`src/hdl/httbq_pkg.sv`:
```
// Types and constants shared by the hold-to-trigger button qualifier.
package httbq_pkg;

	localparam int unsigned MAX_BUTTONS     = 4;
	localparam int unsigned NUM_BUTTONS_DEF = 4;
	localparam int unsigned COUNT_W         = 16;
	localparam int unsigned CFG_IDX_W       = 3;

	localparam logic [COUNT_W-1:0] HOLD_RESET = 16'd100;

	localparam logic CMD_TICK = 1'b0;
	localparam logic CMD_READ = 1'b1;

	typedef enum logic [1:0] {
		PH_READY     = 2'd0,
		PH_WAITING   = 2'd1,
		PH_TRIGGERED = 2'd2
	} phase_t;

	typedef struct packed {
		logic set_flag;
		logic clr_flag;
	} btn_ctl_t;

endpackage

```
`src/hdl/httbq_button.sv`:
```
// Next-state logic of one button: phase, deadline and pressed-flag control.
module httbq_button (
	input  httbq_pkg::phase_t                     phase,
	input  logic [httbq_pkg::COUNT_W-1:0]         deadline,
	input  logic [httbq_pkg::COUNT_W-1:0]         hold,
	input  logic [httbq_pkg::COUNT_W-1:0]         count,
	input  logic                                  held,
	output httbq_pkg::phase_t                     phase_nxt,
	output logic [httbq_pkg::COUNT_W-1:0]         deadline_nxt,
	output logic                                  deadline_we,
	output httbq_pkg::btn_ctl_t                   ctl
);
	import httbq_pkg::*;

	// The deadline wraps at 16 bits like the tick counter.
	assign deadline_nxt = count + hold;

	always_comb begin
		phase_nxt    = phase;
		deadline_we  = 1'b0;
		ctl.set_flag = 1'b0;
		ctl.clr_flag = 1'b0;
		unique case (phase)
			PH_READY: begin
				if (held) begin
					phase_nxt   = PH_WAITING;
					deadline_we = 1'b1;
				end
			end
			PH_WAITING: begin
				if (!held) begin
					phase_nxt = PH_READY;
				end else if (count == deadline) begin
					phase_nxt    = PH_TRIGGERED;
					ctl.set_flag = 1'b1;
				end
			end
			PH_TRIGGERED: begin
				if (!held) begin
					phase_nxt = PH_READY;
				end
			end
			default: begin
				// The spare phase code recovers to ready and drops the flag.
				phase_nxt    = PH_READY;
				ctl.clr_flag = 1'b1;
			end
		endcase
	end

endmodule

```
`src/hdl/hold_to_trigger_button_qualifier_core.sv`:
```
// Top level of the hold-to-trigger button qualifier.
// A request is registered, then processed into the result register; a stalled
// output holds it in the request register. Throughput: one request per cycle
// unless the output stalls, set by the single-pass per-button update.
// Reset clears button phases, pressed flags, hold times (to 100) and the valid
// flags; deadline registers are written before use and have no reset.
module hold_to_trigger_button_qualifier_core #(
	parameter int unsigned NUM_BUTTONS = httbq_pkg::NUM_BUTTONS_DEF
) (
	input  logic                                  clk,
	input  logic                                  arst_n,
	input  logic                                  req_valid,
	output logic                                  req_stall,
	input  logic                                  cmd,
	input  logic [httbq_pkg::COUNT_W-1:0]         tick_count,
	input  logic [httbq_pkg::MAX_BUTTONS-1:0]     button_levels,
	input  logic [httbq_pkg::MAX_BUTTONS-1:0]     clear_mask,
	output logic                                  rsp_valid,
	input  logic                                  rsp_stall,
	output logic [httbq_pkg::MAX_BUTTONS-1:0]     pressed_mask,
	input  logic                                  cfg_valid,
	output logic                                  cfg_ready,
	input  logic [httbq_pkg::CFG_IDX_W-1:0]       cfg_index,
	input  logic [httbq_pkg::COUNT_W-1:0]         cfg_data
);
	import httbq_pkg::*;

	logic                       req_valid_s1;
	logic                       cmd_s1;
	logic [COUNT_W-1:0]         count_s1;
	logic [MAX_BUTTONS-1:0]     levels_s1;
	logic [MAX_BUTTONS-1:0]     clear_s1;

	logic [COUNT_W-1:0]         hold_q     [NUM_BUTTONS];
	phase_t                     phase_q    [NUM_BUTTONS];
	logic [COUNT_W-1:0]         deadline_q [NUM_BUTTONS];
	logic [MAX_BUTTONS-1:0]     flags_q;
	logic                       rsp_valid_q;
	logic [MAX_BUTTONS-1:0]     mask_q;

	phase_t                     phase_nxt    [NUM_BUTTONS];
	logic [COUNT_W-1:0]         deadline_nxt [NUM_BUTTONS];
	logic [NUM_BUTTONS-1:0]     deadline_we;
	btn_ctl_t                   ctl          [NUM_BUTTONS];

	logic                       advance;
	logic                       tick_go;
	logic [MAX_BUTTONS-1:0]     set_v;
	logic [MAX_BUTTONS-1:0]     clr_v;
	logic [MAX_BUTTONS-1:0]     flags_tick;
	logic [MAX_BUTTONS-1:0]     flags_nxt;
	logic [MAX_BUTTONS-1:0]     result;

	// The stage moves on whenever the result register is empty or being drained.
	assign advance   = req_valid_s1 && (!rsp_valid_q || !rsp_stall);
	assign tick_go   = advance && (cmd_s1 == CMD_TICK);
	assign req_stall = req_valid_s1 && !advance;
	assign cfg_ready = 1'b1;

	always_ff @(posedge clk or negedge arst_n) begin
		if (!arst_n) begin
			req_valid_s1 <= 1'b0;
		end else if (!req_stall) begin
			req_valid_s1 <= req_valid;
		end
	end

	always_ff @(posedge clk) begin
		if (req_valid && !req_stall) begin
			cmd_s1    <= cmd;
			count_s1  <= tick_count;
			levels_s1 <= button_levels;
			clear_s1  <= clear_mask;
		end
	end

	for (genvar i = 0; i < NUM_BUTTONS; i++) begin : g_btn
		httbq_button u_btn (
			.phase        (phase_q[i]),
			.deadline     (deadline_q[i]),
			.hold         (hold_q[i]),
			.count        (count_s1),
			.held         (levels_s1[i]),
			.phase_nxt    (phase_nxt[i]),
			.deadline_nxt (deadline_nxt[i]),
			.deadline_we  (deadline_we[i]),
			.ctl          (ctl[i])
		);

		always_ff @(posedge clk or negedge arst_n) begin
			if (!arst_n) begin
				hold_q[i]  <= HOLD_RESET;
				phase_q[i] <= PH_READY;
			end else begin
				if (cfg_valid && cfg_ready && (cfg_index == CFG_IDX_W'(i))) begin
					hold_q[i] <= cfg_data;
				end
				if (tick_go) begin
					phase_q[i] <= phase_nxt[i];
				end
			end
		end

		always_ff @(posedge clk) begin
			if (tick_go && deadline_we[i]) begin
				deadline_q[i] <= deadline_nxt[i];
			end
		end
	end

	always_comb begin
		set_v = '0;
		clr_v = '0;
		for (int i = 0; i < NUM_BUTTONS; i++) begin
			set_v[i] = ctl[i].set_flag;
			clr_v[i] = ctl[i].clr_flag;
		end
	end

	// A tick reports the flags after its update; a read reports, then clears.
	assign flags_tick = (flags_q | set_v) & ~clr_v;
	assign flags_nxt  = (cmd_s1 == CMD_TICK) ? flags_tick : (flags_q & ~clear_s1);
	assign result     = (cmd_s1 == CMD_TICK) ? flags_tick : flags_q;

	always_ff @(posedge clk or negedge arst_n) begin
		if (!arst_n) begin
			flags_q     <= '0;
			rsp_valid_q <= 1'b0;
		end else begin
			if (advance) begin
				flags_q     <= flags_nxt;
				rsp_valid_q <= 1'b1;
			end else if (!rsp_stall) begin
				rsp_valid_q <= 1'b0;
			end
		end
	end

	always_ff @(posedge clk) begin
		if (advance) begin
			mask_q <= result;
		end
	end

	assign rsp_valid    = rsp_valid_q;
	assign pressed_mask = mask_q;

endmodule

```
`config.mk`:
```
export PLATFORM = sky130hd
export DESIGN_NAME = hold_to_trigger_button_qualifier_core
export DESIGN_NICKNAME = d
export VERILOG_FILES = /design/src/hdl/httbq_pkg.sv /design/src/hdl/httbq_button.sv /design/src/hdl/hold_to_trigger_button_qualifier_core.sv
export SDC_FILE = /design/constraint.sdc
export NUM_CORES = 1
export LEC_CHECK = 0
export BUFFER_PORTS_ARGS = -buffer_cell sky130_fd_sc_hd__buf_2
export CAP_MARGIN = 5
export CORE_MARGIN = 10
export CORE_UTILIZATION = 50
export DETAILED_ROUTE_END_ITERATION = 16
export GPL_TIMING_DRIVEN = 1
export PLACE_DENSITY = 0.74
export SLEW_MARGIN = 10
export SYNTH_ARGS = -nofsm -noshare
export SYNTH_HDL_FRONTEND = slang
export SYNTH_HIERARCHICAL = 1
export SYNTH_SLANG_ARGS = --single-unit
```
`constraint.sdc`:
```
create_clock -name clk -period 4.5 [get_ports clk]
set_input_delay 0.9 -clock clk [delete_from_list [all_inputs] [get_ports clk]]
set_output_delay 0.9 -clock clk [all_outputs]
set_load 0.02 [all_outputs]
```
==> results of run 1 <==
-- power by group through the flow --
stage	registers, mW	logic [mW]	clock network (mW)
global route	2.17	1.72	1.60
detailed placement	2.16	1.52	0
finish	2.14	1.55	1.51
floorplan	2.11	1.22	0
CTS	2.14	1.54	1.54
global placement	2.16	1.48	0
-- logic make-up after synthesis --
group | count (synthesis)
mux | 75
xor+xnor | 115
other cells | 1
simple gates | 169
fa+ha+maj | 64
flops | 171
compound gates | 188
buf+inv | 39
-- registers in the layout (all words and copies together) (netlist names), 4 cells and up --
signal and flops:
deadline_q 64, pressed_mask 4, levels_s1 4, flags_q 4, hold_q 64, count_s1 16
phase_q 8, clear_s1 4
-- worst paths after layout --
kind / cells after the start / start / to
worst max register to register: 7 / count_s1[0] / deadline_q[3][12]
worst min-delay path: 1 / req_valid_s1 / rsp_valid
max in group asynchronous: 1 / arst_n / hold_q[8]
worst min register to register: 1 / req_valid_s1 / rsp_valid
worst max-delay path: 7 / count_s1[0] / deadline_q[3][12]
min in group asynchronous: 1 / arst_n / phase_q[1]
-- layer usage --
| layer | global-route usage (%) | vias up |
|---|---|---|
| met5 | 0 | - |
| met4 | 5.91 | 2 |
| met3 | 4.40 | 30 |
| met2 | 27.9 | 176 |
| met1 | 24.2 | 3305 |
| li1 | - | 3188 |
-- area by class of cell --
class / instances / area share, %
Tap cell: 265 / 3.01
Sequential cell: 171 / 43.2
Multi-Input combinational cell: 612 / 44.9
Clock buffer: 21 / 4.27
Timing Repair Buffer: 55 / 2.55
Clock inverter: 11 / 1.28
Inverter: 22 / 0.750
-- layout by cell type, fill, tap and decap left out, types with 6 or more instances in the layout --
master,instances
edfxtp_1,93
xnor2_1,82
mux2_2,72
dfrtp_1,66
a21oi_1,61
ha_1,60
buf_2,53
nand2_1,33
xor2_1,33
nor2_1,27
o21ai_0,25
inv_1,21
nand3_1,20
nand4_1,18
clkbuf_16,17
a21o_1,14
a31oi_1,14
dfstp_2,12
and3_1,11
and2_1,11
nor2b_1,11
o2111ai_1,9
nor3_1,7
nand2b_1,6
nor4_1,6
o211ai_1,6
o21bai_1,6
-- critical path, delay by kind of cell, from the launching register on --
| family | cells | cell delay, ns |
|---|---|---|
| xor gates and xnor gates | 1 | 0.15 |
| DFF | 1 | 0.56 |
| AOI/OAI and AO/OA | 4 | 0.89 |
| adders and majority gates | 2 | 0.72 |
-- per-stage QoR --
stage          instance area, um^2  utilization [%]  cells
2_1_floorplan                 9920                -    822
3_5_place_dp                 10400             53.4   1125
3_3_place_gp                 10400             53.4   1125
6_report                     11000             56.6   1157
4_1_cts                      11000             56.6   1157
5_1_grt                      11000             56.6   1157
==> results_dict.tcl, run 1 <==
set metrics [dict create \
    status "finished clean" \
    regArea_um2 4760 \
    cts_hold_buffers 0 \
    multiInputGateArea_um2 4950 \
    cp_data_arrival_time_ns 2.76 \
    fin_total_pwr_mw 5.21 \
    synth_ff_type "edfxtp_1" \
    syn-instance-count 822 \
    yosysTopAreaCellShare_pct 28.1 \
    endpoint_kind "register" \
    drcViolationCount 0 \
    synth_seq_cells 171 \
    async_flop_share_pct 45.6 \
    cp_slowest_cell "edfxtp_1" \
    synth_top_family_by_area "compound AO/OA/AOI/OAI gates" \
    seq_area_frac_synth_pct 48.0 \
    place.gp.congestion 0.902 \
    h-tree-depth 4 \
    internal-power_mw 3.58 \
    grt_setup_unrepaired "false" \
    top_layer "met5" \
    grt_max_degree 79 \
    tightest_slew_ns 1.18 \
    clkPwrFrac_pct 29.1 \
    first_global_vias 6692 \
    synth-compound-area-share_pct 13.3 \
    std_cell_rows 51 \
    critical_path_class "reg -> reg" \
    final_antenna_net_count 0 \
    switching_power_mw 1.63 \
    powerDensity_nw_per_um2 473 \
    synthXorXnorAreaFrac_pct 10.2 \
    cts_tree "done" \
    yosys.cell_count.top_type "edfxtp_1" \
    synth_top_area_cell "edfxtp_1" \
    hold_path.class "reg -> reg" \
    die_w_um 161 \
    slew_violations 0 \
    ctsResizeCount 0 \
    dp_slack_ns 1.85 \
    layout_setup_ws_ns 1.91 \
    power_frac_seq_pct 41.1 \
    dr_wl_met3_um 1230 \
    grt_overflow 0 \
    slew_headroom_pct 21.3 \
    port-buffer-count 54 \
    synthToLayoutAreaGrowth_pct 11.0 \
    cts_buffers 17 \
    hold-worst-slack_ns 0.480 \
    clk_pin_slew_ns 0.07 \
    synth_edf_count 93 \
    detail_route.wl_per_cell_um 20.1 \
    viasPerCell 5.79 \
    synthSimpleGateAreaFrac_pct 9.53 \
    crit_required_ns 4.67 \
    vias 6701 \
    drt-total-wl_um 23200 \
    synth_warnings 6 \
    combPwrFrac_pct 29.8 \
    fillers 1616 \
    antenna_found_initial 1 \
    grt_usage_pct 18.0 \
    peakVddDrop_v 0.000276 \
    m1WireLength_um 10900 \
    skew_ns 0.00719 \
    synth.area.top_cells "edfxtp_1 28%, dfrtp_1 17%, mux2_2 8.2%" \
    crit_fanout 8 \
    setup_viol_count_final 0 \
    ys_types 67 \
    cts.sink_count 171 \
    met2RoutedLength_um 10700 \
    maxCapViolCount 0 \
    cellLeakagePower_nw 4.33 \
    die_h_um 161 \
    synthTopCellsByCount "93 x edfxtp_1, 82 x xnor2_1, 72 x mux2_2" \
    cts_setup_buffers 0 \
    ios 56 \
    clockRootBuffer "clkbuf_16" \
    core-area_um2 19500 \
    finalHoldViolations 0 \
    die_area_um2 25900 \
    synthMuxAreaShare_pct 8.47 \
    setup.worst_path.start_class "register" \
    fmaxAchievable_mhz 387 \
    crit_path_cell_trace "ha_1 > fa_1 > a21o_1 > a311o_2 > a21oi_4 > o21ai_1 > xor2_1" \
    period_needed_ns 2.59 \
    dr.pass1.iters 5 \
    syn-cell-area_um2 9920 \
    fin_crit_sh_pct 57.5 \
    antennaDiodeCount 0 \
    cts_buffer_depth 2 \
    synthAdderAreaFrac_pct 8.37 \
    setup_tns_ns 0 \
    max_stage_delay_ns 0.56 \
    hpwl_um 16300 \
    rrSetupSlack_ns 1.91 \
    clk-insertion-delay-late_ns 0.43 \
    switching_share_pct 31.3 \
    grt_pass1_wl_um 37000 \
    drt_iter0_drc 551 \
    drive_gt1_share_pct 22.5 \
    synth_fp_nets 935 \
    start_util_pct 51.0 \
    avgSynthCellArea_um2 12.1 \
    nets 992 \
]
(Power assumes the default switching activity.)
==> run 2: changes to the inputs <==
--- a/config.mk
+++ b/config.mk
@@ -5,6 +5,7 @@
 export SDC_FILE = /design/constraint.sdc
 export NUM_CORES = 1
 export LEC_CHECK = 0
+export ABC_AREA = 1
 export BUFFER_PORTS_ARGS = -buffer_cell sky130_fd_sc_hd__buf_2
 export CAP_MARGIN = 5
 export CORE_MARGIN = 10
==> constraint.sdc (replaced) <==
create_clock -name clk -period 2.51 [get_ports clk]
set_input_delay 0.502 -clock clk [delete_from_list [all_inputs] [get_ports clk]]
set_output_delay 0.502 -clock clk [all_outputs]
set_load 0.02 [all_outputs]
==> results_dict.tcl, run 2 <==
set metrics [dict create \
    cts_buffers 17 \
    die_w_um 167 \
    grt_overflow 0 \
    cts_tree "done" \
    cts.sink_count 171 \
    synthAdderAreaFrac_pct 7.72 \
    period_needed_ns 2.13 \
    fmaxAchievable_mhz 470 \
    std_cell_rows 53 \
    peakVddDrop_v 0.000442 \
    critPathMostFrequentCell "nand2_1" \
    fillers 1911 \
    synth_ff_type "edfxtp_1" \
    finalHoldViolations 0 \
    dp_slack_ns 0.397 \
    place.gp.congestion 0.917 \
    ys_types 32 \
    clk-insertion-delay-late_ns 0.43 \
    synth_top_family_by_area "simple AND/OR/NAND/NOR gates" \
    synthXorXnorAreaFrac_pct 4.56 \
    cellLeakagePower_nw 6.16 \
    fin_cells 1721 \
    core-area_um2 21100 \
    clockRootBuffer "clkbuf_16" \
    max_stage_delay_ns 0.58 \
    final_antenna_net_count 0 \
    status "finished clean" \
    syn-instance-count 1360 \
    crit_required_ns 2.70 \
    crit_path_cell_trace "ha_1 > fa_1 > nand2_1 > nand2_1 > nand3b_1 > nand2_1 > nand3_1 > nand2_1 > nand2_1 > nand2_1" \
    critical_path_class "reg -> reg" \
    vias 9100 \
    grt_max_degree 37 \
    top_regs "deadline_q x64, hold_q x64, count_s1 x16" \
    fin_crit_sh_pct 84.8 \
    setup.worst_path.start_class "register" \
    hpwl_um 20900 \
    viasPerCell 5.29 \
    crit_fanout 8 \
    maxCapViolCount 0 \
    slew_headroom_pct 55.2 \
    cp_data_arrival_time_ns 2.32 \
    ios 56 \
    yosys.cell_count.top_type "nand2_1" \
    async_flop_share_pct 45.6 \
    grt_setup_unrepaired "false" \
    yosysTopAreaCellShare_pct 26.0 \
    synth_warnings 6 \
    skew_ns 0.00825 \
    setup_tns_ns 0 \
    die_area_um2 27800 \
    first_global_vias 8611 \
    hold_path.class "in -> reg" \
    slew_violations 0 \
    antennaDiodeCount 0 \
    drcViolationCount 0 \
    layout_commonest_cell "nand2_1" \
    synth-compound-area-share_pct 4.28 \
    synth_top_area_cell "edfxtp_1" \
    dpl.cell_count 1688 \
    synth_fp_nets 1473 \
    synth_seq_cells 171 \
    synthTopCellsByCount "474 x nand2_1, 173 x inv_1, 116 x nor2_1" \
    nets 1546 \
    grtUsageMet2_pct 30.1 \
    final_cell_mix "474 x nand2_1, 173 x inv_1, 116 x nor2_1, 93 x edfxtp_1, 81 x nand3_1" \
    tightest_slew_ns 0.672 \
    powerDensity_nw_per_um2 758 \
    endpoint_kind "register" \
    use_met3_pct 6.05 \
    detail_route.wl_per_cell_um 16.4 \
    drive_gt1_share_pct 9.75 \
    start_util_pct 51.0 \
    synthToLayoutAreaGrowth_pct 11.8 \
    h-tree-depth 4 \
    synthSimpleGateAreaFrac_pct 31.4 \
    syn-cell-area_um2 10800 \
    synth.area.top_cells "edfxtp_1 26%, nand2_1 17%, dfrtp_1 15%" \
    cts_setup_buffers 0 \
    port-buffer-count 54 \
    drt_iter0_drc 809 \
    final_core_util_pct 57.0 \
    clk_pin_slew_ns 0.07 \
    antenna_found_initial 0 \
    synthMuxAreaShare_pct 0 \
    seq_area_frac_synth_pct 44.2 \
    setup_viol_count_final 0 \
    drt-total-wl_um 28200 \
    synth_edf_count 93 \
    grtUsageMet1_pct 25.9 \
    avgSynthCellArea_um2 7.91 \
    cp_slowest_cell "edfxtp_1" \
    top_usage_layer "met2" \
    cts_buffer_depth 2 \
    dr.pass1.iters 5 \
    die_h_um 167 \
    grt_usage_pct 20.0 \
    grt_pass1_wl_um 44300 \
    layout_setup_ws_ns 0.381 \
    ctsResizeCount 0 \
]
-- run 2: final cells by class --
cell class / count / area (um^2) / share of cell area, %
Sequential cell: 171 / 4760 / 39.6
Timing Repair Buffer: 80 / 483 / 4.01
Clock inverter: 13 / 173 / 1.44
Tap cell: 275 / 344 / 2.86
Clock buffer: 19 / 443 / 3.68
Multi-Input combinational cell: 987 / 5170 / 43.0
Inverter: 176 / 661 / 5.49
-- run 2: final timing paths --
check                               endpoint  slack (ns)  cells past startpoint              from
max                        deadline_q[0][14]        0.38                     10       count_s1[0]
min                             levels_s1[2]        0.24                      1  button_levels[2]
max reg2reg                deadline_q[0][14]        0.38                     10       count_s1[0]
min reg2reg                       hold_q[38]        0.47                      2        hold_q[38]
max in group asynchronous         hold_q[22]        1.28                      3            arst_n
min in group asynchronous         phase_q[5]        0.52                      2            arst_n
-- run 2: what timing repair did --
action | CTS | global route
hold endpoints to repair | 16 | 0
endpoints found under the setup margin | 0 | 0
hold buffers | 1 | 0
-- run 2: critical path: cells and delay by family (launching register included) --
family	cells	cell delay, ns
adder cells (fa/ha/maj)	2	0.71
AND/OR/NAND/NOR	8	0.59
flip-flops	1	0.58
-- run 2: metal layers --
metal / share of wire, % / vias up
li1: - / 4549
met1: 44 / 4153
met2: 43 / 334
met3: 9.5 / 64
met4: 3.6 / 0
met5: 0 / -
-- run 2: stage by stage --
| step | hold slack (ns) | instance area [um^2] | power [mW] |
|---|---|---|---|
| 2_1_floorplan | 0.206 | 10800 | 5.64 |
| 3_3_place_gp | 0.425 | 11400 | 6.33 |
| 3_5_place_dp | 0.423 | 11400 | 6.38 |
| 4_1_cts | 0.232 | 12000 | 9.12 |
| 5_1_grt | 0.232 | 12000 | 9.68 |
| 6_report | 0.245 | 12000 | 9.12 |
-- run 2: cell families after synthesis --
family,count (synthesis)
and+or+nand+nor,778
AOI/OAI and AO/OA,88
DFF,171
adders and majority gates,64
other,1
xor gates and xnor gates,56
buffers and inverters,202
-- run 2: where the power goes --
group,internal [mW],switching [mW]
logic,0.968,1.66
registers,3.48,0.269
clock network,1.68,1.07
